==> src/rtl/pfc_pkg.sv <==
// Shared types and constants for the packet framer with checksum.
package pfc_pkg;

  localparam int unsigned FifoDepthDef = 4;
  localparam int unsigned LenW         = 12;
  localparam int unsigned ByteW        = 8;
  localparam int unsigned WordW        = 16;
  localparam int unsigned CfgW         = 16;
  localparam int unsigned CfgIdxW      = 2;

  // Input kind codes
  localparam logic KindStart = 1'b0;

  // Configuration register indexes
  localparam logic [CfgIdxW-1:0] CfgVersion    = 2'd0;
  localparam logic [CfgIdxW-1:0] CfgSourcePort = 2'd1;
  localparam logic [CfgIdxW-1:0] CfgDestPort   = 2'd2;
  localparam logic [CfgIdxW-1:0] CfgPacketType = 2'd3;

  // Configuration reset values
  localparam logic [7:0]  VersionRst    = 8'd12;
  localparam logic [15:0] SourcePortRst = 16'd9438;
  localparam logic [15:0] DestPortRst   = 16'd6260;
  localparam logic [3:0]  PacketTypeRst = 4'd0;

  // Header byte positions, version byte sits at position zero
  localparam logic [2:0] HdrSrcHi  = 3'd1;
  localparam logic [2:0] HdrSrcLo  = 3'd2;
  localparam logic [2:0] HdrDstHi  = 3'd3;
  localparam logic [2:0] HdrDstLo  = 3'd4;
  localparam logic [2:0] HdrLenHi  = 3'd5;
  localparam logic [2:0] HdrLenLo  = 3'd6;

  typedef enum logic {
    OP_START,
    OP_DATA
  } op_e;

  typedef struct packed {
    op_e             op;
    logic            last;
    logic [LenW-1:0] len;
    logic [ByteW-1:0] data;
  } cmd_t;

  typedef struct packed {
    logic [7:0]  version;
    logic [15:0] source_port;
    logic [15:0] dest_port;
    logic [3:0]  packet_type;
  } cfg_t;

  typedef enum logic [2:0] {
    S_IDLE,
    S_HDR,
    S_PAD,
    S_CKH,
    S_CKL
  } state_e;

endpackage

==> src/rtl/pfc_front.sv <==
// Front end: accept input transactions, track the open packet, emit commands.
module pfc_front import pfc_pkg::*; (
  input  logic             clk_i,
  input  logic             rst_ni,
  input  logic             in_valid_i,
  input  logic             kind_i,
  input  logic [LenW-1:0]  payload_length_i,
  input  logic [ByteW-1:0] data_byte_i,
  input  logic             fifo_full_i,
  output logic             in_stall_o,
  output logic             push_o,
  output cmd_t             cmd_o
);

  logic            open_q, open_d;
  logic [LenW-1:0] rem_q, rem_d;
  logic            accept;

  assign in_stall_o = fifo_full_i;
  assign accept     = in_valid_i && !fifo_full_i;

  always_comb begin
    open_d      = open_q;
    rem_d       = rem_q;
    push_o      = 1'b0;
    cmd_o.op    = OP_START;
    cmd_o.last  = 1'b0;
    cmd_o.len   = payload_length_i;
    cmd_o.data  = data_byte_i;
    if (accept) begin
      if (kind_i == KindStart) begin
        // Abandon any open packet and start over
        push_o = 1'b1;
        open_d = (payload_length_i != '0);
        rem_d  = payload_length_i;
      end else if (open_q) begin
        push_o     = 1'b1;
        cmd_o.op   = OP_DATA;
        cmd_o.last = (rem_q == LenW'(1));
        rem_d      = rem_q - LenW'(1);
        if (rem_q == LenW'(1)) begin
          open_d = 1'b0;
        end
      end
      // Drop payload bytes with no packet open
    end
  end

  always_ff @(posedge clk_i or negedge rst_ni) begin
    if (!rst_ni) begin
      open_q <= 1'b0;
      rem_q  <= '0;
    end else begin
      open_q <= open_d;
      rem_q  <= rem_d;
    end
  end

endmodule

==> src/rtl/pfc_fifo.sv <==
// Command queue between the front end and the byte sequencer.
module pfc_fifo import pfc_pkg::*; #(
  parameter int unsigned Depth = FifoDepthDef
) (
  input  logic clk_i,
  input  logic rst_ni,
  input  logic push_i,
  input  cmd_t wdata_i,
  input  logic pop_i,
  output cmd_t rdata_o,
  output logic full_o,
  output logic empty_o
);

  localparam int unsigned PtrW = (Depth > 1) ? $clog2(Depth) : 1;
  localparam int unsigned CntW = $clog2(Depth + 1);

  cmd_t            mem_q [Depth];
  logic [PtrW-1:0] wr_ptr_q, rd_ptr_q;
  logic [CntW-1:0] cnt_q;
  logic            do_push, do_pop;

  assign full_o  = (cnt_q == CntW'(Depth));
  assign empty_o = (cnt_q == '0);
  assign do_push = push_i && !full_o;
  assign do_pop  = pop_i && !empty_o;
  assign rdata_o = mem_q[rd_ptr_q];

  always_ff @(posedge clk_i) begin
    if (do_push) begin
      mem_q[wr_ptr_q] <= wdata_i;
    end
  end

  always_ff @(posedge clk_i or negedge rst_ni) begin
    if (!rst_ni) begin
      wr_ptr_q <= '0;
      rd_ptr_q <= '0;
      cnt_q    <= '0;
    end else begin
      if (do_push) begin
        wr_ptr_q <= (wr_ptr_q == PtrW'(Depth - 1)) ? '0 : wr_ptr_q + PtrW'(1);
      end
      if (do_pop) begin
        rd_ptr_q <= (rd_ptr_q == PtrW'(Depth - 1)) ? '0 : rd_ptr_q + PtrW'(1);
      end
      if (do_push && !do_pop) begin
        cnt_q <= cnt_q + CntW'(1);
      end else if (do_pop && !do_push) begin
        cnt_q <= cnt_q - CntW'(1);
      end
    end
  end

endmodule

==> src/rtl/pfc_back.sv <==
// Byte sequencer: header, payload, pad and checksum bytes with running sum.
module pfc_back import pfc_pkg::*; (
  input  logic             clk_i,
  input  logic             rst_ni,
  input  cfg_t             cfg_i,
  input  logic             empty_i,
  input  cmd_t             cmd_i,
  output logic             pop_o,
  input  logic             out_stall_i,
  output logic             out_valid_o,
  output logic [ByteW-1:0] out_byte_o,
  output logic             eop_o,
  output logic             eor_o
);

  state_e           state_q, state_d;
  logic [2:0]       idx_q;
  logic [LenW-1:0]  len_q;
  logic             zero_q;
  logic [WordW-1:0] sum_q, sum_d, sum_base;
  logic [ByteW-1:0] held_q, held_d, held_base;
  logic             odd_q, odd_d, odd_base;
  logic             out_valid_q;
  logic [ByteW-1:0] out_byte_q;
  logic             eop_q, eor_q;

  logic             advance;
  logic             emit, fold, clear;
  logic [ByteW-1:0] byte_d;
  logic             eop_d, eor_d;
  logic [WordW:0]   add_raw;
  logic [ByteW-1:0] hdr_byte;

  assign advance = !out_valid_q || !out_stall_i;
  assign pop_o   = (state_q == S_IDLE) && !empty_i && advance;

  // Next state
  always_comb begin
    state_d = state_q;
    unique case (state_q)
      S_IDLE: begin
        if (!empty_i) begin
          if (cmd_i.op == OP_START) begin
            state_d = S_HDR;
          end else if (cmd_i.last) begin
            state_d = odd_q ? S_CKH : S_PAD;
          end
        end
      end
      S_HDR: begin
        if (idx_q == HdrLenLo) begin
          state_d = zero_q ? S_PAD : S_IDLE;
        end
      end
      S_PAD:   state_d = S_CKH;
      S_CKH:   state_d = S_CKL;
      S_CKL:   state_d = S_IDLE;
      default: state_d = S_IDLE;
    endcase
  end

  always_comb begin
    unique case (idx_q)
      HdrSrcHi: hdr_byte = cfg_i.source_port[15:8];
      HdrSrcLo: hdr_byte = cfg_i.source_port[7:0];
      HdrDstHi: hdr_byte = cfg_i.dest_port[15:8];
      HdrDstLo: hdr_byte = cfg_i.dest_port[7:0];
      HdrLenHi: hdr_byte = {cfg_i.packet_type, len_q[11:8]};
      HdrLenLo: hdr_byte = len_q[7:0];
      default:  hdr_byte = cfg_i.version;
    endcase
  end

  // Outputs of each state
  always_comb begin
    emit   = 1'b0;
    fold   = 1'b0;
    clear  = 1'b0;
    byte_d = '0;
    eop_d  = 1'b0;
    eor_d  = 1'b0;
    unique case (state_q)
      S_IDLE: begin
        emit = !empty_i;
        fold = !empty_i;
        if (cmd_i.op == OP_START) begin
          clear  = 1'b1;
          byte_d = cfg_i.version;
        end else begin
          byte_d = cmd_i.data;
          eor_d  = !cmd_i.last;
        end
      end
      S_HDR: begin
        emit   = 1'b1;
        fold   = 1'b1;
        byte_d = hdr_byte;
        eor_d  = (idx_q == HdrLenLo) && !zero_q;
      end
      S_PAD: begin
        emit = 1'b1;
        fold = 1'b1;
      end
      S_CKH: begin
        emit   = 1'b1;
        byte_d = ~sum_q[15:8];
      end
      S_CKL: begin
        emit   = 1'b1;
        byte_d = ~sum_q[7:0];
        eop_d  = 1'b1;
        eor_d  = 1'b1;
      end
      default: emit = 1'b0;
    endcase
  end

  // Ones'-complement sum with end-around carry
  assign sum_base  = clear ? '0 : sum_q;
  assign held_base = clear ? '0 : held_q;
  assign odd_base  = clear ? 1'b0 : odd_q;
  assign add_raw   = {1'b0, sum_base} + {1'b0, held_base, byte_d};

  always_comb begin
    sum_d  = sum_base;
    held_d = held_base;
    odd_d  = !odd_base;
    if (odd_base) begin
      sum_d = add_raw[WordW-1:0] + WordW'(add_raw[WordW]);
    end else begin
      held_d = byte_d;
    end
  end

  always_ff @(posedge clk_i or negedge rst_ni) begin
    if (!rst_ni) begin
      state_q     <= S_IDLE;
      idx_q       <= '0;
      zero_q      <= 1'b0;
      sum_q       <= '0;
      held_q      <= '0;
      odd_q       <= 1'b0;
      out_valid_q <= 1'b0;
      eop_q       <= 1'b0;
      eor_q       <= 1'b0;
    end else if (advance) begin
      state_q     <= state_d;
      out_valid_q <= emit;
      eop_q       <= eop_d;
      eor_q       <= eor_d;
      if (fold) begin
        sum_q  <= sum_d;
        held_q <= held_d;
        odd_q  <= odd_d;
      end
      if (pop_o && cmd_i.op == OP_START) begin
        idx_q  <= HdrSrcHi;
        zero_q <= (cmd_i.len == '0);
      end else if (state_q == S_HDR) begin
        idx_q <= idx_q + 3'd1;
      end
    end
  end

  always_ff @(posedge clk_i) begin
    if (advance) begin
      out_byte_q <= byte_d;
      if (pop_o && cmd_i.op == OP_START) begin
        len_q <= cmd_i.len;
      end
    end
  end

  assign out_valid_o = out_valid_q;
  assign out_byte_o  = out_byte_q;
  assign eop_o       = eop_q;
  assign eor_o       = eor_q;

  a_eop_ends_run: assert property (@(posedge clk_i) disable iff (!rst_ni)
    out_valid_q && eop_q |-> eor_q)
    else $error("end of packet without end of run");

  a_ckl_loads_eop: assert property (@(posedge clk_i) disable iff (!rst_ni)
    state_q == S_CKL && advance |=> out_valid_q && eop_q)
    else $error("low checksum byte not marked end of packet");

  a_eop_idle: assert property (@(posedge clk_i) disable iff (!rst_ni)
    out_valid_q && eop_q |-> state_q == S_IDLE)
    else $error("sequencer busy while end of packet pending");

  a_pad_odd: assert property (@(posedge clk_i) disable iff (!rst_ni)
    state_q == S_PAD |-> odd_q)
    else $error("pad byte with even byte count");

endmodule

==> src/rtl/packet_framer_with_checksum.sv <==
// Top level of the packet framer with Internet checksum.
//
//  channel  | direction | handshake                 | payload
//  ---------+-----------+---------------------------+----------------------------------
//  in       | in        | in_valid_i / in_stall_o   | kind_i, payload_length_i, data_byte_i
//  out      | out       | out_valid_o / out_stall_i | out_byte_o, end_of_packet_o,
//           |           |                           | end_of_run_o
//  cfg      | in        | cfg_we_i                  | cfg_index_i, cfg_data_i
//
//  One output byte per cycle while out_stall_i is low. A payload transaction yields
//  1 byte, or 3 to 4 on the last byte of a packet; a start transaction yields 7 header
//  bytes, 10 for an empty packet. The byte sequencer sets the rate: one byte per cycle
//  through its output register, held while out_stall_i is high. The command queue
//  (FifoDepth entries) takes input while the sequencer is busy or stalled; in_stall_o
//  rises only when that queue is full. Reset clears the queue, the open packet and the
//  checksum, and loads register defaults.
module packet_framer_with_checksum import pfc_pkg::*; #(
  parameter int unsigned FifoDepth = FifoDepthDef
) (
  input  logic               clk_i,
  input  logic               rst_ni,
  // Configuration writes
  input  logic               cfg_we_i,
  input  logic [CfgIdxW-1:0] cfg_index_i,
  input  logic [CfgW-1:0]    cfg_data_i,
  // Input transactions
  input  logic               in_valid_i,
  output logic               in_stall_o,
  input  logic               kind_i,
  input  logic [LenW-1:0]    payload_length_i,
  input  logic [ByteW-1:0]   data_byte_i,
  // Output transactions
  output logic               out_valid_o,
  input  logic               out_stall_i,
  output logic [ByteW-1:0]   out_byte_o,
  output logic               end_of_packet_o,
  output logic               end_of_run_o
);

  cfg_t cfg_q;
  logic fifo_push, fifo_pop, fifo_full, fifo_empty;
  cmd_t push_cmd, head_cmd;

  // Register file: mask each write to the register's width
  always_ff @(posedge clk_i or negedge rst_ni) begin
    if (!rst_ni) begin
      cfg_q.version     <= VersionRst;
      cfg_q.source_port <= SourcePortRst;
      cfg_q.dest_port   <= DestPortRst;
      cfg_q.packet_type <= PacketTypeRst;
    end else if (cfg_we_i) begin
      unique case (cfg_index_i)
        CfgVersion:    cfg_q.version     <= cfg_data_i[7:0];
        CfgSourcePort: cfg_q.source_port <= cfg_data_i[15:0];
        CfgDestPort:   cfg_q.dest_port   <= cfg_data_i[15:0];
        CfgPacketType: cfg_q.packet_type <= cfg_data_i[3:0];
        default:       cfg_q.version     <= cfg_q.version;
      endcase
    end
  end

  // Classify transactions; drop stray payload bytes before the queue
  pfc_front u_front (
    .clk_i            (clk_i),
    .rst_ni           (rst_ni),
    .in_valid_i       (in_valid_i),
    .kind_i           (kind_i),
    .payload_length_i (payload_length_i),
    .data_byte_i      (data_byte_i),
    .fifo_full_i      (fifo_full),
    .in_stall_o       (in_stall_o),
    .push_o           (fifo_push),
    .cmd_o            (push_cmd)
  );

  // Decouple the input side from the byte sequencer
  pfc_fifo #(
    .Depth (FifoDepth)
  ) u_fifo (
    .clk_i   (clk_i),
    .rst_ni  (rst_ni),
    .push_i  (fifo_push),
    .wdata_i (push_cmd),
    .pop_i   (fifo_pop),
    .rdata_o (head_cmd),
    .full_o  (fifo_full),
    .empty_o (fifo_empty)
  );

  // Expand commands into wire bytes and fold them into the checksum
  pfc_back u_back (
    .clk_i       (clk_i),
    .rst_ni      (rst_ni),
    .cfg_i       (cfg_q),
    .empty_i     (fifo_empty),
    .cmd_i       (head_cmd),
    .pop_o       (fifo_pop),
    .out_stall_i (out_stall_i),
    .out_valid_o (out_valid_o),
    .out_byte_o  (out_byte_o),
    .eop_o       (end_of_packet_o),
    .eor_o       (end_of_run_o)
  );

endmodule

==> config.mk <==
export PLATFORM = sky130hd
export DESIGN_NAME = packet_framer_with_checksum
export DESIGN_NICKNAME = d
export VERILOG_FILES = /design/src/rtl/pfc_pkg.sv /design/src/rtl/pfc_front.sv /design/src/rtl/pfc_fifo.sv /design/src/rtl/pfc_back.sv /design/src/rtl/packet_framer_with_checksum.sv
export SDC_FILE = /design/constraint.sdc
export NUM_CORES = 1
export LEC_CHECK = 0
export ABC_AREA = 1
export BUFFER_PORTS_ARGS = -buffer_cell sky130_fd_sc_hd__buf_2
export CAP_MARGIN = 25
export CORE_MARGIN = 3
export CORE_UTILIZATION = 40
export DETAILED_ROUTE_END_ITERATION = 10
export RECOVER_POWER = 25
export REMOVE_ABC_BUFFERS = 1
export SLEW_MARGIN = 20
export SYNTH_ARGS = -nofsm -noshare
export SYNTH_HDL_FRONTEND = slang
export SYNTH_SLANG_ARGS = --single-unit
export TNS_END_PERCENT = 100
==> constraint.sdc <==
create_clock -name clk_i -period 9.3 [get_ports clk_i]
set_input_delay 0.465 -clock clk_i [delete_from_list [all_inputs] [get_ports clk_i]]
set_output_delay 0.465 -clock clk_i [all_outputs]
set_load 0.05 [all_outputs]
==> impl_metrics.csv <==
group,metric,value,unit
outcome,status,"finished with violations",
outcome,violations,"max-capacitance violations, max-slew violations",
critical_path,critPathKind,"reg2reg",
global_routing,grt.overflow.total,0,
cts,clk_pin_slew_worst_paths,0.06,ns
timing,fmax,195,MHz
cts,clock_path_buffers,3,
run,maxCapViolCount,1,
timing,period_minus_slack,5.12,ns
timing,finalCritPeriodShare,55.0,%
synth,synthTopCellsByCount,"nand2_1 (251), inv_1 (144), o21ai_0 (125), nor2_1 (120), edfxtp_1 (108)",
critical_path,critPathRequiredTime,9.71,ns
global_routing,grt_max_degree,69,
worst_hold_path,min_path_type,"in2reg",
cts,cts.repair.resized,0,
cts,cts_tree,"yes",
timing,worstMarginPinSlew,2.05,ns
synth,yosysWarnings,0,
pwr,irDropWorstVdd,0.225,mV
routing,num_vias,8215,
floorplanning,coreArea,25500,um^2
critical_path,critical_path.startpoint_type,"register",
placed_design,dp.cells,1543,
floorplanning,fp.dieH,168,um
timing,setup_viol_count_final,0,
cts,cts_sinks,207,
synth,syn_area,10500,um^2
synth,netlist.top_cell.by_area,"edfxtp_1",
floorplanning,die-area,28300,um^2
routing,avgViaCountPerCell,5.17,
layout,final_cell_count_no_fill,1588,
cts,numCtsBuffers,24,
pwr,power.density,370,nW/um^2
layout,final_cell_area,11900,um^2
critical_path,end_kind,"register",
routing,wire_per_inst,16.6,um
synth,async_reset_ff_share,47.8,%
cts,clk_latency,0.53,ns
pwr,cellLeakagePower,5.16,nW
synth,yosysTopAreaCellShare,30.8,%
floorplanning,ios,56,
timing,skew,0.0151,ns
layout,final_util,46.8,%
global_routing,track_usage,18.6,%
routing,dr.pass1.iters,5,
synth,synth-edff-count,108,
critical_path,arrival,5.53,ns
routing,post-route-drc-count,0,
synth,seq_area_frac_synth,54.6,%
routing,postRouteAntennaNets,0,
floorplanning,die_w,168,um
timing,finalHoldViolCount,0,
timing,drv_slew,33,
placed_design,port_buffers,55,
cts,cts_htree_levels,1,
synth,synthTopCellsByArea,"edfxtp_1 (31%), dfrtp_1 (20%), nand2_1 (9.0%), o21ai_0 (5.9%), inv_1 (5.1%)",
synth,avgSynthCellArea,8.90,um^2
timing,rsz0062_at_grt,"false",
critical_path,critPathMostFrequentCell,"nand2_1",
global_routing,antenna_found_initial,0,
timing,tns,0,ns
global_routing,grt_pass1_vias,7956,
timing,hold_slack,0.183,ns
routing,drt-initial-drc-count,800,
layout,area_delta_synth_final,13.3,%
critical_path,critPathMaxStageDelay,0.64,ns
layout,nets,1317,
global_routing,grt_pass1_wl,42400,um
timing,relSlewSlack,-36.4,%
synth,synth_ff_type,"edfxtp_1",
layout,diodes,0,
synth,synth_cell_type_count,48,
routing,wl,26400,um
synth,syn_inst,1181,
layout,drive_gt1_share,11.8,%
floorplanning,start_util,41.3,%
placed_design,placed_area,11200,um^2
critical_path,cp_max_fo,45,
cts,clock_tree.root_cell,"clkbuf_16",
critical_path,cpMaxStageDelayCell,"dfrtp_1",
cts,post_cts_buffers,0,
floorplanning,rows,58,
placed_design,hpwl,19000,um
cts,holdBufCountCts,1,
placed_design,globalplace.congestion,0.891,
synth,synth_most_common_cell,"nand2_1",
synth,synth-seq-cells,207,
layout,nFillCells,2457,
path summary, 6_finish.rpt:
check | to | start | slack [ns] | cells past startpoint
max in group asynchronous | cfg_q[31] | rst_ni | 6.41 | 3
worst min-delay path | cfg_q[30] | cfg_data_i[10] | 0.18 | 3
min in group asynchronous | u_fifo.rd_ptr_q[1] | rst_ni | 1.06 | 2
worst min register to register | cfg_q[2] | cfg_q[2] | 0.49 | 2
worst max register to register | u_back.sum_q[14] | u_fifo.rd_ptr_q[0] | 4.18 | 31
worst max-delay path | u_back.sum_q[14] | u_fifo.rd_ptr_q[0] | 4.18 | 31
metrics by stage:
step	worst slack (ns)	power, W
2_1_floorplan	4.54	0.00289
4_1_cts	4.16	0.00443
5_1_grt	3.62	0.00477
3_5_place_dp	4.18	0.00350
6_report	4.18	0.00441
3_3_place_gp	4.33	0.00348
worst max-delay path, delay by kind of cell (launching register included):
| kind | cells | cell delay (ns) |
|---|---|---|
| simple gates | 21 | 2.65 |
| buf+inv | 3 | 0.39 |
| flops | 1 | 0.64 |
| compound gates | 3 | 0.43 |
| fa+ha+maj | 4 | 0.87 |
report_power, final:
part	total, W	leakage [nW]	switching [W]	internal, W
Sequential	0.00138	2.20	0.000134	0.00125
Combinational	0.00212	2.59	0.00151	0.000613
Clock	0.000905	0.371	0.000370	0.000535
Total	0.00441	5.16	0.00201	0.00240
registers in the layout (all words and copies together) (netlist names):
name	flops
u_fifo.cnt_q	3
u_back.state_q	3
cfg_q	44
u_fifo.rd_ptr_q	2
u_back.idx_q	3
u_fifo.mem_q	88
u_back.out_byte_o	8
u_back.out_valid_o	1
u_back.zero_q	1
u_back.eop_o	1
u_back.odd_q	1
u_back.len_q	12
u_fifo.wr_ptr_q	2
u_front.open_q	1
u_back.held_q	8
u_back.sum_q	16
u_front.rem_q	12
u_back.eor_o	1
cell families after synthesis:
logic type / after synthesis / synth area share [%]
compound gates: 239 / 12.7
xor+xnor: 4 / 0.333
fa+ha+maj: 33 / 4.07
buf+inv: 186 / 6.85
flops: 207 / 54.6
mux: 1 / 0.107
simple gates: 511 / 21.4
metal layers:
| layer | share of wire (%) | global-route usage, % |
|---|---|---|
| met1 | 46 | 26.9 |
| met2 | 46 | 30.0 |
| met3 | 5.5 | 2.75 |
| met4 | 2.4 | 4.23 |
| met5 | 0 | 0 |
cell usage in the layout (no fill, tap or decap), types with 2 or more instances in the layout:
| cell | count |
|---|---|
| nand4_1 | 14 |
| a21oi_1 | 32 |
| nand3_2 | 7 |
| clkbuf_16 | 24 |
| inv_2 | 7 |
| buf_4 | 9 |
| a31oi_1 | 3 |
| nor3_1 | 11 |
| o21ai_1 | 19 |
| inv_1 | 144 |
| buf_2 | 33 |
| nor2_1 | 116 |
| nand2_2 | 17 |
| nand2_1 | 251 |
| o21ai_2 | 2 |
| nand3_1 | 65 |
| dfrtp_1 | 83 |
| nor4_1 | 5 |
| o31ai_1 | 3 |
| edfxtp_1 | 108 |
| a221oi_1 | 8 |
| clkbuf_1 | 32 |
| o32ai_1 | 3 |
| o211ai_1 | 4 |
| fa_1 | 2 |
| nor2_2 | 14 |
| nand3b_1 | 2 |
| clkbuf_8 | 3 |
| o22ai_1 | 31 |
| nor2_4 | 4 |
| clkinv_2 | 3 |
| dfstp_2 | 16 |
| o221ai_1 | 2 |
| ha_1 | 31 |
| xor2_1 | 3 |
| o21ai_0 | 125 |
| o21bai_1 | 3 |
final cells by class:
type / count / area (um^2) / area share, %
tap: 330 / 413 / 3.47
clock inverter: 7 / 91.3 / 0.767
timing repair buffer: 66 / 340 / 2.86
sequential: 207 / 5740 / 48.2
multi-input combinational: 788 / 4070 / 34.2
clock buffer: 37 / 679 / 5.70
inverter: 153 / 577 / 4.84
Power figures use the tool's default switching activity.
